<file path="src/rkbcs_pkg.sv">
`timescale 1ns / 1ps
`default_nettype none

package rkbcs_pkg;

  // Key table geometry
  localparam int unsigned KEY_DEPTH = 1024;
  localparam int unsigned POS_W     = (KEY_DEPTH > 1) ? $clog2(KEY_DEPTH) : 1;
  localparam int unsigned CNT_W     = $clog2(KEY_DEPTH + 1);

  // Symbol and statistics widths
  localparam int unsigned SYM_W      = 7;
  localparam int unsigned NUM_SYMS   = 128;
  localparam int unsigned CODE_W     = 7;
  localparam int unsigned STAT_CNT_W = 32;
  localparam int unsigned VAR_W      = 8;

  // Stream widths
  localparam int unsigned IN_DATA_W  = 16;
  localparam int unsigned IN_USER_W  = 2;
  localparam int unsigned OUT_DATA_W = 64;

  // Queue between front and back
  localparam int unsigned QDEPTH = 4;
  localparam int unsigned QPTR_W = $clog2(QDEPTH);
  localparam int unsigned QCNT_W = $clog2(QDEPTH + 1);

  typedef enum logic [1:0] {
    KIND_LOAD    = 2'd0,
    KIND_ENCODE  = 2'd1,
    KIND_DECODE  = 2'd2,
    KIND_RESTART = 2'd3
  } kind_e;

  // Classified item handed from front to back
  typedef struct packed {
    logic              stat;
    logic              err;
    logic [CODE_W-1:0] res;
    logic [SYM_W-1:0]  sym;
  } q_item_t;

  // Result beat, lowest field in the lowest bits
  typedef struct packed {
    logic [1:0]            pad;
    logic [CODE_W-1:0]     max_code;
    logic [CODE_W-1:0]     min_code;
    logic [VAR_W-1:0]      variant_count;
    logic [STAT_CNT_W-1:0] symbol_count;
    logic                  error;
    logic [CODE_W-1:0]     result_byte;
  } out_t;

endpackage

`default_nettype wire

</file>
<file path="src/rkbcs_queue.sv">
`timescale 1ns / 1ps
`default_nettype none

module rkbcs_queue (
  input  wire logic                         clk_i,
  input  wire logic                         rst_ni,
  input  wire logic                         push_i,
  input  wire rkbcs_pkg::q_item_t           push_item_i,
  input  wire logic                         pop_i,
  output rkbcs_pkg::q_item_t                pop_item_o,
  output logic                              not_empty_o,
  output logic [rkbcs_pkg::QCNT_W-1:0]      cnt_o
);

  localparam int unsigned QPTR_W = rkbcs_pkg::QPTR_W;
  localparam int unsigned QCNT_W = rkbcs_pkg::QCNT_W;

  rkbcs_pkg::q_item_t slots_q [rkbcs_pkg::QDEPTH];

  logic [QPTR_W-1:0] wr_ptr_q, rd_ptr_q;
  logic [QCNT_W-1:0] cnt_q;
  logic              do_pop;

  assign do_pop      = pop_i && (cnt_q != '0);
  assign not_empty_o = (cnt_q != '0);
  assign cnt_o       = cnt_q;
  assign pop_item_o  = slots_q[rd_ptr_q];

  // Advance pointers and fill level
  always_ff @(posedge clk_i or negedge rst_ni) begin
    if (!rst_ni) begin
      wr_ptr_q <= '0;
      rd_ptr_q <= '0;
      cnt_q    <= '0;
    end else begin
      if (push_i) begin
        wr_ptr_q <= (wr_ptr_q == QPTR_W'(rkbcs_pkg::QDEPTH - 1)) ? '0 : wr_ptr_q + QPTR_W'(1);
      end
      if (do_pop) begin
        rd_ptr_q <= (rd_ptr_q == QPTR_W'(rkbcs_pkg::QDEPTH - 1)) ? '0 : rd_ptr_q + QPTR_W'(1);
      end
      case ({push_i, do_pop})
        2'b10:   cnt_q <= cnt_q + QCNT_W'(1);
        2'b01:   cnt_q <= cnt_q - QCNT_W'(1);
        default: cnt_q <= cnt_q;
      endcase
    end
  end

  // Store the pushed beat
  always_ff @(posedge clk_i) begin
    if (push_i) begin
      slots_q[wr_ptr_q] <= push_item_i;
    end
  end

endmodule

`default_nettype wire

</file>
<file path="config.mk">
export PLATFORM = sky130hd
export DESIGN_NAME = rkbcs_queue
export DESIGN_NICKNAME = d
export VERILOG_FILES = /design/src/rkbcs_pkg.sv /design/src/rkbcs_queue.sv
export SDC_FILE = /design/constraint.sdc
export NUM_CORES = 1
export LEC_CHECK = 0
export BUFFER_PORTS_ARGS = -buffer_cell sky130_fd_sc_hd__buf_2
export CAP_MARGIN = 30
export CORE_ASPECT_RATIO = 0.8
export CORE_MARGIN = 4
export CORE_UTILIZATION = 50
export CTS_CLUSTER_SIZE = 25
export DETAILED_ROUTE_END_ITERATION = 8
export GPL_ROUTABILITY_DRIVEN = 0
export GPL_TIMING_DRIVEN = 1
export PLACE_DENSITY = 0.74
export SYNTH_ARGS = -nofsm -noshare
export SYNTH_HDL_FRONTEND = slang
export SYNTH_SLANG_ARGS = --single-unit
</file>
<file path="constraint.sdc">
create_clock -name clk_i -period 1.65 [get_ports clk_i]
set_input_delay 0.165 -clock clk_i [delete_from_list [all_inputs] [get_ports clk_i]]
set_output_delay 0.165 -clock clk_i [all_outputs]
set_load 0.05 [all_outputs]
</file>
**Word-level counts from Yosys, hierarchy flattened**

Memories as Yosys holds them, arrays and structs flattened.
Cells that the tools add are included.

- Bits in registers: 7
- Bits in writable memories: 64
- Input bits: 20
- Output and inout bits: 20
- Word-level logic and storage cells: 20
- Memories: 1

Memory list:

| memory | words | width | rd ports | clocked after Yosys merged registers in | write ports | RTL line | source |
|---|---|---|---|---|---|---|---|
| slots_q | 4 | 16 | 1 | 0 | 1 | rkbcs_queue.sv:18 | `rkbcs_pkg::q_item_t slots_q [rkbcs_pkg::QDEPTH];` |

- $add $sub $neg: 4
- Equal/unequal tests: 4
- Multiplexer cells: 5
- Reduce and logical (&&, ||, !) cells: 3

Operators by type and width:

| cell | count |
|---|---|
| == test 2 bit, second input constant | 3 |
| case mux 3 bit (2 select lines) | 1 |
| adder 2 x 1 -> 2 bit, second input constant | 2 |
| two-way mux 2 bit | 2 |
| adder 3 x 1 -> 3 bit, second input constant | 1 |
| nonzero test 3 bit | 1 |
| subtractor 3 x 1 -> 3 bit, second input constant | 1 |
| == test 2 x 1 -> 1 bit, second input constant | 1 |
| two-way mux 1 bit | 2 |
| nonzero test 2 bit | 1 |
| logical AND 1 bit | 1 |

**Logic depth before layout (Yosys ltp)**

Gate-level depths: netlist of the first run.

- Depth after elaboration: 4
- Mapped depth: 9
- Depth with buffers taken out: 9

**Least setup slack after synthesis of the first run**

No wires, ideal clock.

- Path type: register to register
- Start point: reg cnt_q[0], in the netlist cnt_o[0]
- End point: reg cnt_q[2], in the netlist cnt_o[2]
- Setup time: 144 ps
- Arrival: 2030 ps
- Data required time: 1506 ps
- Path slack: -524 ps
- Stages on the path, launching flop included: 10
- Path buffers: 0
- Clock period less this slack: 2174 ps
- Path through: dfrtp_1 -> or3_4 -> nand2_2 -> inv_1 -> ha_1 -> inv_1 -> fa_1 -> xor2_1 -> nor2_1 -> xor2_1

- Word-level cells in the longest chain between the ends: 4
- Elaborated cells on any way between the ends: 8

RTL lines:

| what | RTL line | source |
|---|---|---|
| start, declared | rkbcs_queue.sv:21 | `logic [QCNT_W-1:0] cnt_q;` |
| start signal, assigned | rkbcs_queue.sv:43 | `2'b10: cnt_q <= cnt_q + QCNT_W'(1);` |
| start signal, assigned | rkbcs_queue.sv:44 | `2'b01: cnt_q <= cnt_q - QCNT_W'(1);` |
| start signal, assigned | rkbcs_queue.sv:45 | `default: cnt_q <= cnt_q;` |
| nonzero test 3 bit * | n/a |  |
| via not_empty_o | rkbcs_queue.sv:11 | `output logic not_empty_o,` |
| logical AND 1 bit * | rkbcs_queue.sv:24 | `assign do_pop = pop_i && (cnt_q != '0);` |
| via do_pop | rkbcs_queue.sv:22 | `logic do_pop;` |
| == test 2 x 1 -> 1 bit or == test 2 bit (tied branches) | rkbcs_queue.sv:42 | `case ({push_i, do_pop})` |
| case mux 3 bit (2 select lines) or nonzero test 2 bit (tied branches) | n/a |  |

The timed path passes the listed nets; every way through them passes the cells marked *.
A chain may end at the register's enable or synchronous reset.

==> flow_summary.json, run 1 <==
{
  "grt_setup_unrepaired": "yes",
  "worstSetupPathType": "reg -> out",
  "die_area_um2": 6822,
  "area_delta_synth_final_pct": 26.25,
  "first_global_vias": 1530,
  "synth_top_area_share_pct": 69.16,
  "instances_no_fill": 254,
  "maxCapViolCount": 0,
  "wl_per_cell_um": 18.85,
  "seq_area_frac_synth_pct": 75.46,
  "nets": 214,
  "vias_per_cell": 5.276,
  "drc": 0,
  "cts_max_path_buffers": 2,
  "drt_iter0_markers": 90,
  "worstPathMaxFanout": 8,
  "wl_met3_um": 237,
  "clk_pin_slew_ns": 0.06,
  "grt-ovfl-total": 0,
  "tns_ns": -1.858,
  "cts.sinks": 71,
  "maxUsedRoutingLayer": "met4",
  "antenna_found_initial": 0,
  "hold_viol": 0,
  "fin_crit_ns": 1.783,
  "io_pins": 40,
  "gr-usage-all-layers_pct": 16.10,
  "synth_flop_cell": "edfxtp_1",
  "wirelength_mm": 4.788,
  "slew_headroom_pct": 83.11,
  "die_x_um": 91.35,
  "wl_met2_mm": 2.512,
  "worstSetupEndpointType": "output pin",
  "drtAntennaViolNets": 0,
  "failed_checks": "negative setup slack",
  "synth.avg_cell_area_um2": 22.59,
  "crit_required_ns": 1.48,
  "portBuffers": 39,
  "grt_pass1_wl_mm": 7.907,
  "hpwl_mm": 3.133,
  "synth_top_area_cell": "edfxtp_1",
  "fmax_mhz": 560.7,
  "synthDistinctLibCells": 21,
  "setup_viol": 18,
  "fin_ws_ns": -0.1334,
  "cts.root.buffer_cell": "clkbuf_8",
  "num_rows": 23,
  "start_util_pct": 53.65,
  "grt_start_max_net_pins": 17,
  "n_antenna_cell": 0,
  "ys_top_cells_by_area": "edfxtp_1 69%, mux4_1 7.6%, mux4_2 6.5%",
  "power.density_nw_per_um2": 2051,
  "post-route-period-util_pct": 108.1,
  "place_inst": 234,
  "drt-met1-wl_mm": 1.984,
  "synth_edf_count": 64,
  "synth_warnings": 0,
  "fp.dieH_um": 74.68,
  "hold_path_class": "in -> reg",
  "cts_tree": "done",
  "drive_above_1_share_pct": 50.00,
  "ys_async_sr_fraction_pct": 9.859,
  "ys_seq_elements": 71,
  "cts_buffers": 9,
  "syn_inst": 123,
  "syn-cell-area_um2": 2779,
  "critPathArrivalTime_ns": 1.62,
  "peakVddDrop_uv": 1662,
  "leakage_nw": 1.303,
  "clock_latency_ns": 0.33,
  "nFillCells": 330,
  "core_um2": 5180,
  "syn-num-nets": 150,
  "num_vias": 1340,
  "tightestPinTransition_ns": 0.2533,
  "status": "complete, but fails checks",
  "pre_cts_ws_ns": -0.1379,
  "htree_levels": 3,
  "first_pass_iters": 4,
  "cp-start-kind": "flop",
  "finalClockSkew_ns": 0.002530,
  "maxSlewViolCount": 0
}
## layout make-up
class	count	area [um2]	area share, %
clock buffer	10	127.6	3.638
clock inverter	6	75.07	2.140
inverter	7	28.78	0.8203
multi-input combinational	41	608.1	17.33
sequential	71	2103	59.95
tap	62	77.57	2.211
timing repair buffer	57	488.0	13.91
## synth_stat cells, types with 2 or more instances
library cell / number
xor2_1: 2
mux2_2: 2
ha_1: 6
buf_2: 2
mux4_1: 8
dfrtp_1: 7
nor2_1: 2
inv_1: 7
edfxtp_1: 64
and2_1: 4
o21ai_0: 2
mux4_2: 8
## final timing paths
kind / slack (ns) / endpoint / startpoint / cells after the start
worst min register to register: 0.57 / cnt_o[2]$_DFFE_PN0P_ / cnt_o[2]$_DFFE_PN0P_ / 2
worst max-delay path: -0.13 / pop_item_o[10] / rd_ptr_q[0]$_DFFE_PN0P_ / 3
max in group asynchronous: 1.29 / rd_ptr_q[0]$_DFFE_PN0P_ / rst_ni / 2
worst min-delay path: 0.05 / slots_q[2][3]$_DFFE_PP_ / push_item_i[3] / 1
worst max register to register: -0.13 / cnt_o[2]$_DFFE_PN0P_ / cnt_o[0]$_DFFE_PN0P_ / 9
min in group asynchronous: 0.19 / rd_ptr_q[1]$_DFFE_PN0P_ / rst_ni / 2
## cells in the final DEF (no fill, tap or decap), types with 4 or more instances in the layout
cell	count
clkbuf_8	9
buf_2	23
dfrtp_2	5
buf_6	14
buf_4	12
edfxtp_1	64
clkinv_1	4
buf_8	5
mux4_2	16
inv_1	5
ha_1	5
and2_1	4
## per-layer routing
layer	up-vias	GRT usage [%]
li1	617	-
met5	-	0
met2	39	28.22
met3	6	5.794
met1	678	18.95
met4	0	5.518
## cells by family after synthesis
| family | share of synthesized area [%] |
|---|---|
| xor+xnor | 0.9457 |
| flops | 75.46 |
| simple gates | 2.161 |
| mux | 15.22 |
| fa+ha+maj | 3.422 |
| buf+inv | 2.432 |
| compound gates | 0.3602 |
## what timing repair did
action | 4_1_cts | 5_1_grt
gates cloned | 1 | 0
hold buffers | 1 | 0
gates resized for setup | 44 | 10
buffers inserted | 4 | 1
hold endpoints to repair | 7 | 0
pin swaps | 4 | 1
endpoints found under the setup margin | 18 | 18
## state kept, by name, indices dropped and copies added (netlist names)
signal    flops
slots_q      64
cnt_o         3
rd_ptr_q      2
wr_ptr_q      2
## metrics by stage
step | total power [mW] | area [um2] | utilization, % | hold WS, ns
5_1_grt | 7.537 | 3508 | 67.73 | 0.03040
3_3_place_gp | 5.231 | 3177 | 61.33 | 0.006754
4_1_cts | 7.303 | 3526 | 68.07 | 0.03599
6_report | 7.197 | 3508 | 67.73 | 0.05015
3_5_place_dp | 5.333 | 3177 | 61.33 | 0.008778
2_1_floorplan | 4.608 | 2803 | - | -0.1306
## report_power, final
group / internal [mW] / switching [mW]
logic: 1.40 / 1.92
clock network: 0.831 / 0.554
registers: 2.35 / 0.149
total: 4.57 / 2.62
## worst max-delay path, stage by stage (launching register included)
cell,delay (ns)
dfrtp_2,0.42
buf_8,0.16
mux4_2,0.53
buf_6,0.18
Note: power is estimated with default switching activity, not from simulation.
==> run 2: changes to the inputs <==
--- a/config.mk
+++ b/config.mk
@@ -5,16 +5,16 @@
 export SDC_FILE = /design/constraint.sdc
 export NUM_CORES = 1
 export LEC_CHECK = 0
+export ABC_AREA = 1
 export BUFFER_PORTS_ARGS = -buffer_cell sky130_fd_sc_hd__buf_2
 export CAP_MARGIN = 30
 export CORE_ASPECT_RATIO = 0.8
 export CORE_MARGIN = 4
 export CORE_UTILIZATION = 50
-export CTS_CLUSTER_SIZE = 25
 export DETAILED_ROUTE_END_ITERATION = 8
 export GPL_ROUTABILITY_DRIVEN = 0
 export GPL_TIMING_DRIVEN = 1
-export PLACE_DENSITY = 0.74
+export PLACE_DENSITY = 0.73
 export SYNTH_ARGS = -nofsm -noshare
 export SYNTH_HDL_FRONTEND = slang
 export SYNTH_SLANG_ARGS = --single-unit
==> flow_summary.json, run 2 <==
{
  "most-common-layout-cells": "64 x edfxtp_1, 41 x inv_1, 40 x nand2_1, 24 x nand2_2",
  "leakage_nw": 1.594,
  "ys_top_cells_by_area": "edfxtp_1 60%, o211ai_2 9.0%, dfrtp_1 5.5%",
  "seq_area_frac_synth_pct": 65.29,
  "grt-ovfl-total": 0,
  "grt_setup_unrepaired": "yes",
  "post-route-period-util_pct": 99.40,
  "setup_viol": 0,
  "drc": 0,
  "grt_pass1_wl_mm": 8.673,
  "area_delta_synth_final_pct": 17.80,
  "final_core_util_pct": 62.35,
  "fin_crit_ns": 1.640,
  "maxSlewViolCount": 0,
  "syn_inst": 243,
  "nets": 323,
  "grt_start_max_net_pins": 44,
  "final_common_cell": "edfxtp_1",
  "first_global_vias": 1852,
  "tightestPinTransition_ns": 0.2680,
  "synth_edf_count": 64,
  "cp-start-kind": "flop",
  "power_mw": 7.488,
  "crit_required_ns": 1.48,
  "cts.root.buffer_cell": "clkbuf_8",
  "cts_buffers": 9,
  "fmax_mhz": 609.7,
  "synthDistinctLibCells": 22,
  "regMostFlops": "slots_q",
  "synth_flop_cell": "edfxtp_1",
  "n_antenna_cell": 0,
  "largest_register_ffs": 64,
  "synth_top_area_share_pct": 59.84,
  "power.density_nw_per_um2": 1979,
  "r2r_end": "cnt_o[1]$_DFFE_PN0P_",
  "gr-usage-all-layers_pct": 14.89,
  "nFillCells": 475,
  "synth.avg_cell_area_um2": 13.22,
  "peakVddDrop_uv": 847.5,
  "status": "complete, no violations",
  "drt_iter0_markers": 54,
  "wl_per_cell_um": 13.57,
  "portBuffers": 39,
  "hold_viol": 0,
  "hold_end": "slots_q[3][9]$_DFFE_PP_",
  "clk_pin_slew_ns": 0.07,
  "tns_ns": 0,
  "start_util_pct": 52.93,
  "worstPathMaxFanout": 43,
  "r2r_cells": 8,
  "core_um2": 6068,
  "num_rows": 25,
  "clock_latency_ns": 0.34,
  "drtAntennaViolNets": 0,
  "maxCapViolCount": 0,
  "vias_per_cell": 4.840,
  "num_vias": 1849,
  "rrSetupSlack_ns": 0.08,
  "die_x_um": 97.61,
  "io_pins": 40,
  "die_area_um2": 7778,
  "drive_above_1_share_pct": 42.52,
  "worstSetupEndpointType": "output pin",
  "synth_top_area_cell": "edfxtp_1",
  "yosysMostFrequentCell": "edfxtp_1",
  "min_from": "push_item_i[9]",
  "ys_async_sr_fraction_pct": 9.859,
  "cts_max_path_buffers": 2,
  "htree_levels": 3,
  "hpwl_mm": 3.585,
  "worstSetupPathType": "reg -> out",
  "slew_headroom_pct": 82.12,
  "critPathArrivalTime_ns": 1.48,
  "synth_warnings": 0,
  "whs_path_depth": 1,
  "crit-reg2reg-launch": "cnt_o[1]$_DFFE_PN0P_",
  "synth_commonest_cells": "64 x edfxtp_1, 43 x inv_1, 42 x nand2_1",
  "hold_path_class": "in -> reg",
  "antenna_found_initial": 0,
  "cts_tree": "done",
  "cts.sinks": 71,
  "wirelength_mm": 5.182,
  "syn-cell-area_um2": 3212,
  "fp.dieH_um": 79.69,
  "first_pass_iters": 4,
  "ys_seq_elements": 71,
  "finalClockSkew_ns": 0.009885,
  "syn-num-nets": 270
}
## run 2: cell families after synthesis
logic type / count (synthesis) / synth area share, %
AOI/OAI and AO/OA: 35 / 11.53
xor gates and xnor gates: 1 / 0.2727
adders and majority gates: 7 / 2.961
buffers and inverters: 58 / 9.700
DFF: 71 / 65.29
and+or+nand+nor: 71 / 10.25
## run 2: routing by layer
layer	vias to the layer above	global-route usage [%]	routed length, um
li1	924	-	-
met2	35	25.17	2604
met4	0	4.564	56
met1	884	17.31	2282
met5	-	0	0
met3	6	6.463	239
## run 2: area by class of cell
class | count | area [um2] | share of cell area [%]
Clock inverter | 6 | 37.54 | 0.9921
Timing Repair Buffer | 53 | 389.1 | 10.28
Sequential cell | 71 | 2102 | 55.56
Tap cell | 81 | 101.3 | 2.679
Multi-Input combinational cell | 114 | 839.6 | 22.19
Clock buffer | 10 | 127.6 | 3.373
Inverter | 47 | 186.4 | 4.927
## run 2: power breakdown
part	switching (mW)	internal (mW)
sequential	0.155	2.34
clock	0.609	0.536
combinational	2.59	1.26
## run 2: per-stage QoR
step                      area, um2  cells  hold slack [ns]  worst slack, ns
final                          3784    382          0.03303         0.009908
after global routing           3784    382         0.003115         -0.08081
after CTS                      3750    381          0.01503         -0.02235
after detailed placement       3516    364          0.01249          0.03594
after global placement         3516    364          0.01044           0.1254
after floorplan                3246    243          -0.1306          -0.1767
## run 2: worst max-delay path by stage
stage                     slack, ns                     from              endpoint  cells after the start
after floorplan               -0.18     cnt_o[0]$_DFFE_PN0P_  cnt_o[1]$_DFFE_PN0P_                      8
after global placement         0.13     cnt_o[0]$_DFFE_PN0P_  cnt_o[1]$_DFFE_PN0P_                      8
after detailed placement       0.04     cnt_o[0]$_DFFE_PN0P_  cnt_o[1]$_DFFE_PN0P_                      8
after CTS                     -0.02  rd_ptr_q[0]$_DFFE_PN0P_        pop_item_o[14]                      4
after global routing          -0.08  rd_ptr_q[0]$_DFFE_PN0P_         pop_item_o[4]                      5
final                          0.01  rd_ptr_q[0]$_DFFE_PN0P_        pop_item_o[14]                      5
## run 2: critical path, cell delays in order, from the launching register on
cell      delay, ns
dfrtp_2        0.40
buf_12         0.25
nand2_1        0.09
o211ai_1       0.11
nand2_1        0.10
buf_6          0.16
## run 2: repair_timing
action,CTS,global route
pin swaps,4,1
resized for setup,21,8
hold buffers,1,0
setup buffers,0,1
hold endpoints to repair,7,0
endpoints found under the setup margin,16,18
==> run 3: changes to the inputs <==
--- a/config.mk
+++ b/config.mk
@@ -14,7 +14,7 @@
 export DETAILED_ROUTE_END_ITERATION = 8
 export GPL_ROUTABILITY_DRIVEN = 0
 export GPL_TIMING_DRIVEN = 1
-export PLACE_DENSITY = 0.73
+export PLACE_DENSITY = 0.7
 export SYNTH_ARGS = -nofsm -noshare
 export SYNTH_HDL_FRONTEND = slang
 export SYNTH_SLANG_ARGS = --single-unit
==> constraint.sdc (replaced) <==
create_clock -name clk_i -period 1.9 [get_ports clk_i]
set_input_delay 0.19 -clock clk_i [delete_from_list [all_inputs] [get_ports clk_i]]
set_output_delay 0.19 -clock clk_i [all_outputs]
set_load 0.05 [all_outputs]
==> flow_summary.json, run 3 (same netlist as run 2, synthesis figures left out) <==
{
  "status": "complete, no violations",
  "maxSlewViolCount": 0,
  "regMostFlops": "slots_q",
  "max_stage_delay_ns": 0.49,
  "tns_ns": 0,
  "clk_pin_slew_ns": 0.07,
  "cts_setup_buffers": 0,
  "wirelength_mm": 5.131,
  "vias_per_cell": 4.772,
  "core_um2": 6068,
  "cp_cell_sequence": "buf_4, o211ai_1, nand2_2, buf_2",
  "start_util_pct": 52.93,
  "first_pass_iters": 4,
  "cp_num_buf_inv": 2,
  "cts_buffers": 9,
  "slew_headroom_pct": 81.52,
  "fp.dieH_um": 79.69,
  "cts_tree": "done",
  "final_common_cell": "edfxtp_1",
  "fmax_mhz": 589.4,
  "area_delta_synth_final_pct": 15.82,
  "worstPathMaxFanout": 9,
  "io_pins": 40,
  "most-common-layout-cells": "64 x edfxtp_1, 43 x inv_1, 42 x nand2_1, 39 x buf_2, 23 x o211ai_2",
  "worstSetupPathType": "reg -> out",
  "cp_slowest_cell": "dfrtp_2",
  "num_vias": 1799,
  "cp-start-kind": "flop",
  "grt_pass1_wl_mm": 8.866,
  "grt-ovfl-total": 0,
  "hold_ws_ns": 0.06989,
  "power.density_nw_per_um2": 1725,
  "wl_per_cell_um": 13.61,
  "crit_required_ns": 1.71,
  "critical_path.top_delay_family": "flip-flops",
  "critPathArrivalTime_ns": 1.51,
  "leakage_nw": 1.574,
  "tightestPinTransition_ns": 0.2770,
  "antenna_found_initial": 0,
  "num_rows": 25,
  "grt_setup_unrepaired": "no",
  "nets": 318,
  "worstSetupEndpointType": "output pin",
  "hpwl_mm": 3.324,
  "n_antenna_cell": 0,
  "peakVddDrop_uv": 1048,
  "post-route-period-util_pct": 89.29,
  "first_global_vias": 1823,
  "largest_register_ffs": 64,
  "drive_above_1_share_pct": 38.18,
  "die_x_um": 97.61,
  "finalClockSkew_ns": 0.008904,
  "hold_path_class": "in -> reg",
  "drt_iter0_markers": 111,
  "drtAntennaViolNets": 0,
  "grt_start_max_net_pins": 36,
  "cts.root.buffer_cell": "clkbuf_8",
  "die_area_um2": 7778,
  "cts.sinks": 71,
  "maxCapViolCount": 0,
  "cts_max_path_buffers": 2,
  "clock_latency_ns": 0.33,
  "portBuffers": 39,
  "setup_viol": 0,
  "drc": 0,
  "fin_crit_ns": 1.697,
  "gr-usage-all-layers_pct": 14.90,
  "htree_levels": 3,
  "nFillCells": 484,
  "hold_viol": 0
}
run 3: cell types whose count changed in the layout (fill, tap and decap cells not counted), moves of 2 or more:
cell and change:
buf_6 -9, buf_4 -15, bufinv_16 +2, inv_4 -2
buf_12 +3, clkinv_1 +4, nand2_2 -2, clkinvlp_4 -3
inv_1 +2, clkinv_2 -3, buf_2 +16, nand2_1 +2
run 3: worst reg2reg max path, cell delays in order, from the launching register on:
cell and delay (ns):
dfrtp_2 0.42, inv_2 0.09, nand3_4 0.09, nand2_1 0.11, inv_1 0.05, ha_1 0.19
inv_1 0.08, fa_1 0.40, o21ai_0 0.18
run 3: area by class of cell:
class / count / area (um2) / area share, %
flip-flops and latches: 71 / 2103 / 56.54
multi-input cells: 114 / 815.8 / 21.93
repair buffers: 48 / 315.3 / 8.476
inverters: 47 / 181.4 / 4.877
clock buffers: 10 / 127.6 / 3.431
well taps: 81 / 101.3 / 2.725
clock inverters: 6 / 75.07 / 2.018
run 3: routing by layer:
metal	up-vias	share of wire, %	GRT usage [%]
met5	-	0	0
met3	10	4.5	5.764
met2	29	48	24.01
met1	847	46	18.32
met4	0	1.7	5.671
li1	913	-	-
run 3: path summary, 6_finish.rpt:
kind | from | to | slack (ns) | cells past startpoint
min in group asynchronous | rst_ni | cnt_o[1]$_DFFE_PN0P_ | 0.22 | 2
hold reg to reg | cnt_o[0]$_DFFE_PN0P_ | cnt_o[0]$_DFFE_PN0P_ | 0.50 | 1
max in group asynchronous | rst_ni | rd_ptr_q[1]$_DFFE_PN0P_ | 1.50 | 2
setup / recovery | rd_ptr_q[1]$_DFFE_PN0P_ | pop_item_o[6] | 0.20 | 4
hold / removal | push_item_i[8] | slots_q[2][8]$_DFFE_PP_ | 0.07 | 1
setup reg to reg | cnt_o[1]$_DFFE_PN0P_ | cnt_o[1]$_DFFE_PN0P_ | 0.21 | 8
run 3: report_power, final:
group | total, mW | switching, mW | internal, mW
clock network | 1.23 | 0.506 | 0.722
logic | 3.00 | 2.15 | 0.849
registers | 2.19 | 0.153 | 2.04
total | 6.42 | 2.81 | 3.61
run 3: what timing repair did:
item                                   in CTS  in global routing
endpoints found under the hold margin       7                  0
setup endpoints to repair                   0                 16
resized for setup                           0                  1
hold buffers                                1                  0
run 3: metrics by stage:
step / total power, mW / area (um2) / setup WS, ns / cells / util (%)
2_1_floorplan: 4.727 / 3228 / -0.01150 / 243 / -
3_3_place_gp: 5.210 / 3506 / 0.2977 / 360 / 57.77
3_5_place_dp: 5.260 / 3506 / 0.1889 / 360 / 57.77
4_1_cts: 6.500 / 3719 / 0.01513 / 377 / 61.28
5_1_grt: 6.822 / 3720 / 0.07943 / 377 / 61.30
6_report: 6.418 / 3720 / 0.2034 / 377 / 61.30
